===== src/hdl/fpa_pkg.sv =====
`timescale 1ns / 1ps

package fpa_pkg;

  localparam int NUM_BLOCKS = 16;
  localparam int SIZE_BITS  = 16;
  localparam int IDX_W      = (NUM_BLOCKS > 1) ? $clog2(NUM_BLOCKS) : 1;
  localparam int ACT_W      = 5;
  localparam int CMP_W      = (IDX_W > ACT_W) ? IDX_W : ACT_W;
  localparam int CAP_PORT_W = 16;

  localparam logic CFG_FIT_MODE = 1'b0;
  localparam logic CFG_ACTIVE   = 1'b1;

  localparam logic KIND_LOAD    = 1'b0;
  localparam logic KIND_REQUEST = 1'b1;

  typedef enum logic [1:0] {
    MODE_FIRST = 2'd0,
    MODE_BEST  = 2'd1,
    MODE_WORST = 2'd2,
    MODE_SPARE = 2'd3
  } mode_t;

  typedef logic [SIZE_BITS-1:0] size_t;
  typedef logic [IDX_W-1:0]     idx_t;
  typedef logic [ACT_W-1:0]     act_t;

  typedef struct packed {
    logic  valid;
    mode_t mode;
    size_t req;
    act_t  limit;
    logic  found;
    idx_t  pick;
    size_t best;
    logic  bend;
  } tok_t;

  typedef struct packed {
    logic  en;
    idx_t  idx;
    size_t value;
  } wr_t;

endpackage


===== src/hdl/fit_policy_partition_allocator.sv =====
`timescale 1ns / 1ps

// Keeps the remaining capacity of each memory block in a row of cells.
// An item is taken when start is high and busy is low. A load item writes
// one block's capacity in the cycle it is taken and gives no result; busy
// stays low, so the next item may follow at once. A request item sends a
// search token down the row, one cell per cycle, and each cell compares its
// capacity against the request and the best pick so far under the current
// fit mode. Once the token has left the last cell, the chosen block is
// written back and the result is registered and shown with done high
// for one cycle. Busy stays high from the accepting edge until the result
// is shown, so a new request is not taken before the last one is through.
// The receiver cannot stall and must take each result in the cycle it is
// shown. The configuration port writes fit_mode and active_blocks with
// cfg_we, and must be used only while idle; the block does not enforce it.
// Reset clears all capacities to zero, sets first fit and all blocks
// active, and drops busy and done.

module fit_policy_partition_allocator (
  input  logic        clk,
  input  logic        rst,
  input  logic        cfg_we,
  input  logic        cfg_index,
  input  logic [4:0]  cfg_data,
  input  logic        start,
  output logic        busy,
  input  logic        kind,
  input  logic [3:0]  block_index,
  input  logic [15:0] block_capacity,
  input  logic [15:0] request_size,
  input  logic        batch_end,
  output logic        done,
  output logic        granted,
  output logic [3:0]  granted_block,
  output logic [15:0] capacity_left,
  output logic        batch_done
);

  fpa_pkg::mode_t fit_mode;
  fpa_pkg::act_t  active_blocks;
  fpa_pkg::tok_t  tok [0:fpa_pkg::NUM_BLOCKS];
  fpa_pkg::wr_t   wr;
  fpa_pkg::tok_t  last;
  fpa_pkg::size_t left_next;
  logic           accept;

  assign accept = start && !busy;
  assign last   = tok[fpa_pkg::NUM_BLOCKS];

  assign tok[0] = '{valid: accept && (kind == fpa_pkg::KIND_REQUEST),
                    mode:  fit_mode,
                    req:   fpa_pkg::size_t'(request_size),
                    limit: active_blocks,
                    found: 1'b0,
                    pick:  '0,
                    best:  '0,
                    bend:  batch_end};

  assign left_next = last.best - last.req;

  always_comb begin
    if (last.valid) begin
      wr.en    = last.found;
      wr.idx   = last.pick;
      wr.value = left_next;
    end else begin
      wr.en    = accept && (kind == fpa_pkg::KIND_LOAD) &&
                 (int'(block_index) < fpa_pkg::NUM_BLOCKS);
      wr.idx   = fpa_pkg::idx_t'(block_index);
      wr.value = fpa_pkg::size_t'(block_capacity);
    end
  end

  for (genvar j = 0; j < fpa_pkg::NUM_BLOCKS; j++) begin : g_cell
    fpa_cell u_cell (
      .clk     (clk),
      .rst     (rst),
      .cell_id (fpa_pkg::idx_t'(j)),
      .wr      (wr),
      .tok_in  (tok[j]),
      .tok_out (tok[j+1])
    );
  end

  always_ff @(posedge clk) begin
    if (rst) begin
      fit_mode      <= fpa_pkg::MODE_FIRST;
      active_blocks <= fpa_pkg::act_t'(16);
      busy          <= 1'b0;
      done          <= 1'b0;
    end else begin
      if (cfg_we) begin
        case (cfg_index)
          fpa_pkg::CFG_FIT_MODE: fit_mode      <= fpa_pkg::mode_t'(cfg_data[1:0]);
          fpa_pkg::CFG_ACTIVE:   active_blocks <= cfg_data;
          default: ;
        endcase
      end
      if (last.valid) begin
        busy <= 1'b0;
      end else if (accept && kind == fpa_pkg::KIND_REQUEST) begin
        busy <= 1'b1;
      end
      done <= last.valid;
    end
    if (last.valid) begin
      granted       <= last.found;
      granted_block <= last.found ? 4'(last.pick) : 4'd0;
      capacity_left <= last.found ? fpa_pkg::CAP_PORT_W'(left_next) : 16'd0;
      batch_done    <= last.bend;
    end
  end

endmodule


===== src/hdl/fpa_cell.sv =====
`timescale 1ns / 1ps

module fpa_cell (
  input  logic          clk,
  input  logic          rst,
  input  fpa_pkg::idx_t cell_id,
  input  fpa_pkg::wr_t  wr,
  input  fpa_pkg::tok_t tok_in,
  output fpa_pkg::tok_t tok_out
);

  fpa_pkg::size_t cap;
  fpa_pkg::tok_t  tok_next;
  logic           active;
  logic           fits;
  logic           take;

  always_comb begin
    active = fpa_pkg::CMP_W'(cell_id) < fpa_pkg::CMP_W'(tok_in.limit);
    fits   = active && (cap >= tok_in.req);
    take   = fits && (!tok_in.found ||
                      (tok_in.mode == fpa_pkg::MODE_BEST  && cap < tok_in.best) ||
                      (tok_in.mode == fpa_pkg::MODE_WORST && cap > tok_in.best));
    tok_next = tok_in;
    if (take) begin
      tok_next.found = 1'b1;
      tok_next.pick  = cell_id;
      tok_next.best  = cap;
    end
  end

  always_ff @(posedge clk) begin
    if (rst) begin
      cap           <= '0;
      tok_out.valid <= 1'b0;
    end else begin
      if (wr.en && wr.idx == cell_id) begin
        cap <= wr.value;
      end
      tok_out.valid <= tok_next.valid;
    end
    tok_out.mode  <= tok_next.mode;
    tok_out.req   <= tok_next.req;
    tok_out.limit <= tok_next.limit;
    tok_out.found <= tok_next.found;
    tok_out.pick  <= tok_next.pick;
    tok_out.best  <= tok_next.best;
    tok_out.bend  <= tok_next.bend;
  end

endmodule


===== config.mk =====
export PLATFORM = sky130hd
export DESIGN_NAME = fit_policy_partition_allocator
export DESIGN_NICKNAME = d
export VERILOG_FILES = /design/src/hdl/fpa_pkg.sv /design/src/hdl/fit_policy_partition_allocator.sv /design/src/hdl/fpa_cell.sv
export SDC_FILE = /design/constraint.sdc
export NUM_CORES = 2
export LEC_CHECK = 0
export ABC_AREA = 1
export BUFFER_PORTS_ARGS = -buffer_cell sky130_fd_sc_hd__buf_2
export CELL_PAD_IN_SITES_DETAIL_PLACEMENT = 0
export CELL_PAD_IN_SITES_GLOBAL_PLACEMENT = 1
export CORE_UTILIZATION = 51
export DETAILED_ROUTE_END_ITERATION = 6
export PLACE_DENSITY = 0.83
export SLEW_MARGIN = 5
export SYNTH_ARGS = -nofsm -noshare
export SYNTH_HDL_FRONTEND = slang
export SYNTH_SLANG_ARGS = --single-unit

===== constraint.sdc =====
create_clock -name clk -period 4.6 [get_ports clk]
set_input_delay 0.69 -clock clk [delete_from_list [all_inputs] [get_ports clk]]
set_output_delay 0.69 -clock clk [all_outputs]
set_load 0.005 [all_outputs]

After elaboration in Yosys (flattened, before gate mapping). Cells that the tools add are included.

Register bits after elaboration: 1016. Input bits: 48. Logic and storage cells: 407.

$add $sub $neg: 1. $lt $le $gt $ge: 62. Eq/ne operators: 45. Multiplexer cells: 17. Bitwise operators: 2. Reduce and logical (&&, ||, !) cells: 130.

Operator list (count): >= comparator 16 bit (16); greater-than comparator 16 bit (15); less-than comparator 16 bit (15); 2-to-1 mux 16 bit (15); logical AND 1 bit (80); 2-to-1 mux 21 bit (2); less-than comparator 4 x 5 -> 1 bit, first input constant (8); == test 4 bit, second input constant (8); == test 2 x 1 -> 1 bit, second input constant (15); == test 2 bit, second input constant (15); logical OR 1 bit (30); less-than comparator 3 x 5 -> 1 bit, first input constant (4); == test 4 x 3 -> 1 bit, second input constant (4); zero test 1 bit (16); subtractor 16 bit (1); less-than comparator 1 x 5 -> 1 bit, first input constant (2); less-than comparator 2 x 5 -> 1 bit, first input constant (2); == test 4 x 2 -> 1 bit, second input constant (2); == test 4 x 1 -> 1 bit, second input constant (1); zero test 4 bit (1); AND reduction 2 bit (2); NOT 1 bit (2); OR reduction 2 bit (1).

Depth between registers and ports, before layout.
Word-level depth: 6. Mapped depth: 17. Mapped depth without buffers: 16.

Modules after synthesis. A second synthesis with hierarchy kept.

Cell total of the unflattened synthesis: 6190. Area, all modules: 48626.6 um2.

By module, submodules not included: fpa_cell (instances 16, cells each 365, area an instance 2894.0 um2, seq. area each 1241.2 um2); fit_policy_partition_allocator (instances 1, cells each 350, area an instance 2322.2 um2, seq. area each 840.8 um2).

Worst setup path before layout. No wires, ideal clock.

Path type: register -> register. Start: register g_cell[15].u_cell.tok_out[45] (netlist name). End: register g_cell[11].u_cell.cap[11]. Library setup time: 109 ps. Arrival time: 2084 ps. Data required time: 4491 ps. Path slack: 2408 ps. Cell stages (with the launch flop): 11. Buffers on the path: 1. Period minus slack after synthesis: 2192 ps. Path through: dfxtp_1 -> inv_2 -> or2_1 -> o21ai_2 -> inv_1 -> nand3_4 -> nor2_4 -> buf_4 -> o21a_1 -> nand2_1 -> inv_1.

Word-level cells in the longest chain between the ends: 3.

RTL lines: start, declared (RTL line fpa_cell.sv:9) `output fpa_pkg::tok_t tok_out`; 2-to-1 mux 21 bit * (RTL line fit_policy_partition_allocator.sv:62) `if (last.valid) begin`; == test 4 bit (RTL line fpa_cell.sv:37) `if (wr.en && wr.idx == cell_id) begin`; logical AND 1 bit (RTL line fpa_cell.sv:37); end signal, assigned (RTL line fpa_cell.sv:38) `cap <= wr.value;`; end, declared (RTL line fpa_cell.sv:12) `fpa_pkg::size_t cap;`.

Mark *: on every way between the ends. The rest lies on a longest branch, timed or not. A chain may end at the register's enable or synchronous reset.

Worst setup path in the final report.
Start: register g_cell[15].u_cell.tok_out[29] (netlist name). End: register g_cell[4].u_cell.cap[11].

Word-level cells in the longest chain between the ends: 2.

RTL lines: subtractor 16 bit (RTL line fit_policy_partition_allocator.sv:59) `assign left_next = last.best - last.req;`; 2-to-1 mux 21 bit (RTL line fit_policy_partition_allocator.sv:62); end signal, assigned (RTL line fpa_cell.sv:38); end, declared (RTL line fpa_cell.sv:12).

Every way passes these cells.

==> results by group <==
Run status
  • Status: completed

STA
  • Count of pins over their slew limit: 0
  • Fin Setup TNS: 0 ns
  • Slew Limit Headroom: 0.2067
  • Final hold vios: 0
  • Clk_skew: 0.03022 ns
  • Fin crit share: 0.6361
  • Final WS setup: 1.674 ns
  • RSZ-0062 raised after global routing: no
  • Final setup fails: 0
  • Max Freq: 0.3417 GHz
  • Final min period: 2.926 ns
  • Worst-Margin Slew: 1.187 ns

Placement
  • Placement Cell Area: 0.04590 sq mm
  • Port bufs: 71
  • Final Wtd Congestion: 0.8764
  • Post-DP HPWL: 88,180 um
  • Post-place setup slack: 1.730 ns

Setup path
  • Critical Path AT: 3.55 ns
  • Worst EP required: 5.22 ns
  • Largest stage delay on the critical path: 0.84 ns
  • Worst Path Max Fanout: 16
  • R2r worst-path depth: 12
  • Crit-path most repeated cell: nand2_1
  • Crit Path Class: reg2reg
  • R2r setup slk: 1.67 ns
  • CP cell instances: inv_1 -> ha_1 -> or2_2 -> nand3_1 -> nand2_1 -> nand2_1 -> nand2_1 -> nand2_1 -> nand3_1 -> nand3_1 -> nand2_1 -> inv_1
  • Max stage delay cell, worst path: nand3_1
  • Crit. End Element: flip-flop
  • FF-to-FF End: g_cell[4].u_cell.cap[11]
  • Worst r2r src: g_cell[15].u_cell.tok_out[29]
  • CP startpoint kind: flip-flop

Clock tree
  • H-tree Lvls: 3
  • Total setup buffers inserted after CTS: 0
  • Clk root buf: clkbuf_16
  • Insertion delay to the later sink of the worst-skew pair: 0.70 ns
  • CTS max path bufs: 3
  • Clock-pin slew on the worst setup and hold paths: 0.06 ns
  • CTS tree: yes
  • Num CTS Buffers: 105
  • # clock sinks: 997
  • CTS Hold Bufs: 0
  • Post-CTS Resized: 0

Finish
  • Ant. Diodes: 0
  • Final nets: 6,212
  • Final Util: 0.5788
  • Layout cells sized above 1: 0.06200
  • Layout area overhead: 11.62%
  • Register Area: 0.02018 sq mm
  • Final instance area: 0.04960 sq mm
  • Multi-input gate area in the final layout: 0.01986 sq mm
  • Fillers: 7,883

Synth
  • Post-synthesis sequential area ratio: 0.4541
  • Synth Area in Adders: 0.1443
  • Synth area leaders: dfxtp_1 44%, ha_1 14%, nand2_1 12%, inv_1 8.2%, nand3_1 5.3%
  • Most common cell in the netlist: nand2_1
  • Top cell type by total area after synthesis: dfxtp_1
  • YS warnings: 0
  • Main combinational cell family by area after synthesis: simple AND/OR/NAND/NOR gates
  • Library cells used by synthesis: 49
  • Post-synth EDFFs: 22
  • Avg Cell Area, Syn: 7.963 sq um
  • Synth Area in Compound Gates: 0.08969
  • Post-synthesis mux area share: 0
  • Share of the synthesized area in the top cell type: 0.4393
  • Simple-Gate Fraction of Synth Area: 0.2111
  • Cell area after synthesis: 0.04443 sq mm
  • Synth Flop Type: dfxtp_1
  • XOR/XNOR share of the synthesized area: 0.001183
  • FF+latch count, synth: 997
  • Most frequent cells after synthesis: 1,362 x nand2_1, 975 x dfxtp_1, 973 x inv_1
  • Syn_nets: 6,140
  • Synth async-reset ratio: 0
  • Post-Syn Instances: 5,580

Die
  • Top Ports: 72
  • DIE AREA: 0.08831 sq mm
  • FP Rows: 107
  • Core area: 0.08568 sq mm
  • DIE HEIGHT: 297.2 um
  • Die Wd: 297.2 um
  • Starting density of the core: 0.5186

Global route
  • Largest net degree at the start of global routing: 94
  • All-Layer GR Usage: 0.2722
  • GR Layer Usage met1: 0.3635
  • Antenna violations before repair: 2
  • Met2 GRT Util: 0.4509
  • GRT busiest layer: met2
  • Vias in the first global route: 32,600
  • Met3 usage: 0.04119
  • First-pass GRT wire length: 187,100 um
  • Total grt overflow: 0

Pwr
  • Internal power: 14.59 mW
  • Pwr/cell area: 385.0 mW/mm^2
  • Combinational share of power: 0.052
  • Design Power: 19.09 mW
  • Net switching fraction of the power: 0.2360
  • Sequential share of power: 0.478
  • Max IR drop VDD: 0.2808 mV
  • NetSw: 4.506 mW
  • Part of the power in the clock network: 0.470
  • Leakage: 25.65 nW

Detailed routing
  • Post-route DRC: 0
  • Detail Route Antenna Nets: 0
  • Post-Route WL: 120,800 um
  • WL/cell: 17.55 um
  • Drt pass-1 iters: 5
  • DRT iter0 DRCs: 2,355
  • Vias per inst: 5.013
  • Vias: 34,520

Min path
  • Hold Startpoint: request_size[6]
  • Hold Crit Class: in2reg
  • WHS Path Cells: 1
  • Endpoint, Worst Hold: g_cell[0].u_cell.tok_out[33]

Job
  • Max-cap viol count: 0
-- metal layers --
metal  vias to the layer above  wire length (um)
li1                      17780                 -
met5                         -                15
met4                         2              3723
met2                       768             55830
met3                       208              6297
met1                     15760             54980
-- state kept, by name (all words and copies together), names as in the netlist --
| signal | cells |
|---|---|
| active_blocks | 5 |
| batch_done | 1 |
| busy | 1 |
| capacity_left | 16 |
| done | 1 |
| fit_mode | 2 |
| g_cell.u_cell.cap | 256 |
| g_cell.u_cell.tok_out | 710 |
| granted | 1 |
| granted_block | 4 |
-- cell families after synthesis --
logic type | Yosys count
fa+ha+maj | 512
xor+xnor | 6
buf+inv | 1145
flops | 997
compound gates | 685
simple gates | 2235
-- power by group through the flow --
stage / Sequential, mW / Clock [mW] / Combinational (mW)
2_1_floorplan: 9.21 / 0 / 0.663
3_3_place_gp: 9.33 / 0 / 0.958
3_5_place_dp: 9.33 / 0 / 0.976
4_1_cts: 9.14 / 9.11 / 0.983
5_1_grt: 9.15 / 9.46 / 1.12
6_report: 9.13 / 8.97 / 0.987
-- critical path: cells and delay by family, from the launching register on --
family | cells | cell delay, ns
adder cells (fa/ha/maj) | 1 | 0.37
flip-flops | 1 | 0.31
AND/OR/NAND/NOR | 9 | 2.08
buffers and inverters | 2 | 0.10
-- cells in the final DEF (no fill, tap or decap), types with 42 or more instances in the layout --
cell type     n
nand2_1    1360
dfxtp_1     974
inv_1       973
ha_1        511
nand3_1     468
nor2_1      289
a21oi_1     287
o21ai_0     170
o21a_1      134
clkbuf_16   106
buf_2        71
o21bai_1     42
-- worst max path at each step --
stage / start / endpoint / slack [ns] / depth (start not counted)
global placement: g_cell[15].u_cell.tok_out[29] / g_cell[0].u_cell.cap[11] / 1.72 / 12
detailed placement: g_cell[8].u_cell.cap[15] / g_cell[8].u_cell.tok_out[17] / 1.73 / 10
finish: g_cell[15].u_cell.tok_out[29] / g_cell[4].u_cell.cap[11] / 1.67 / 12
CTS: g_cell[15].u_cell.tok_out[29] / g_cell[0].u_cell.cap[11] / 1.72 / 12
global route: g_cell[8].u_cell.cap[15] / g_cell[8].u_cell.tok_out[17] / 1.47 / 11
floorplan: g_cell[15].u_cell.tok_out[45] / g_cell[11].u_cell.cap[11] / 2.41 / 10
-- area by class of cell --
cell class	instances	share of cell area
timing repair buffer	108	0.01327
sequential	997	0.4069
inverter	1002	0.07594
multi-input combinational	3438	0.4004
tap	1144	0.02886
clock buffer	142	0.06085
clock inverter	55	0.01372
-- metrics by stage --
| step | hold slack, ns | instances |
|---|---|---|
| final | 0.1264 | 6886 |
| after floorplan | 0.3096 | 5580 |
| after CTS | 0.08892 | 6886 |
| after global routing | 0.09162 | 6886 |
| after detailed placement | 0.3121 | 6689 |
| after global placement | 0.3102 | 6689 |
No activity file was read; power rests on OpenSTA's default activity.
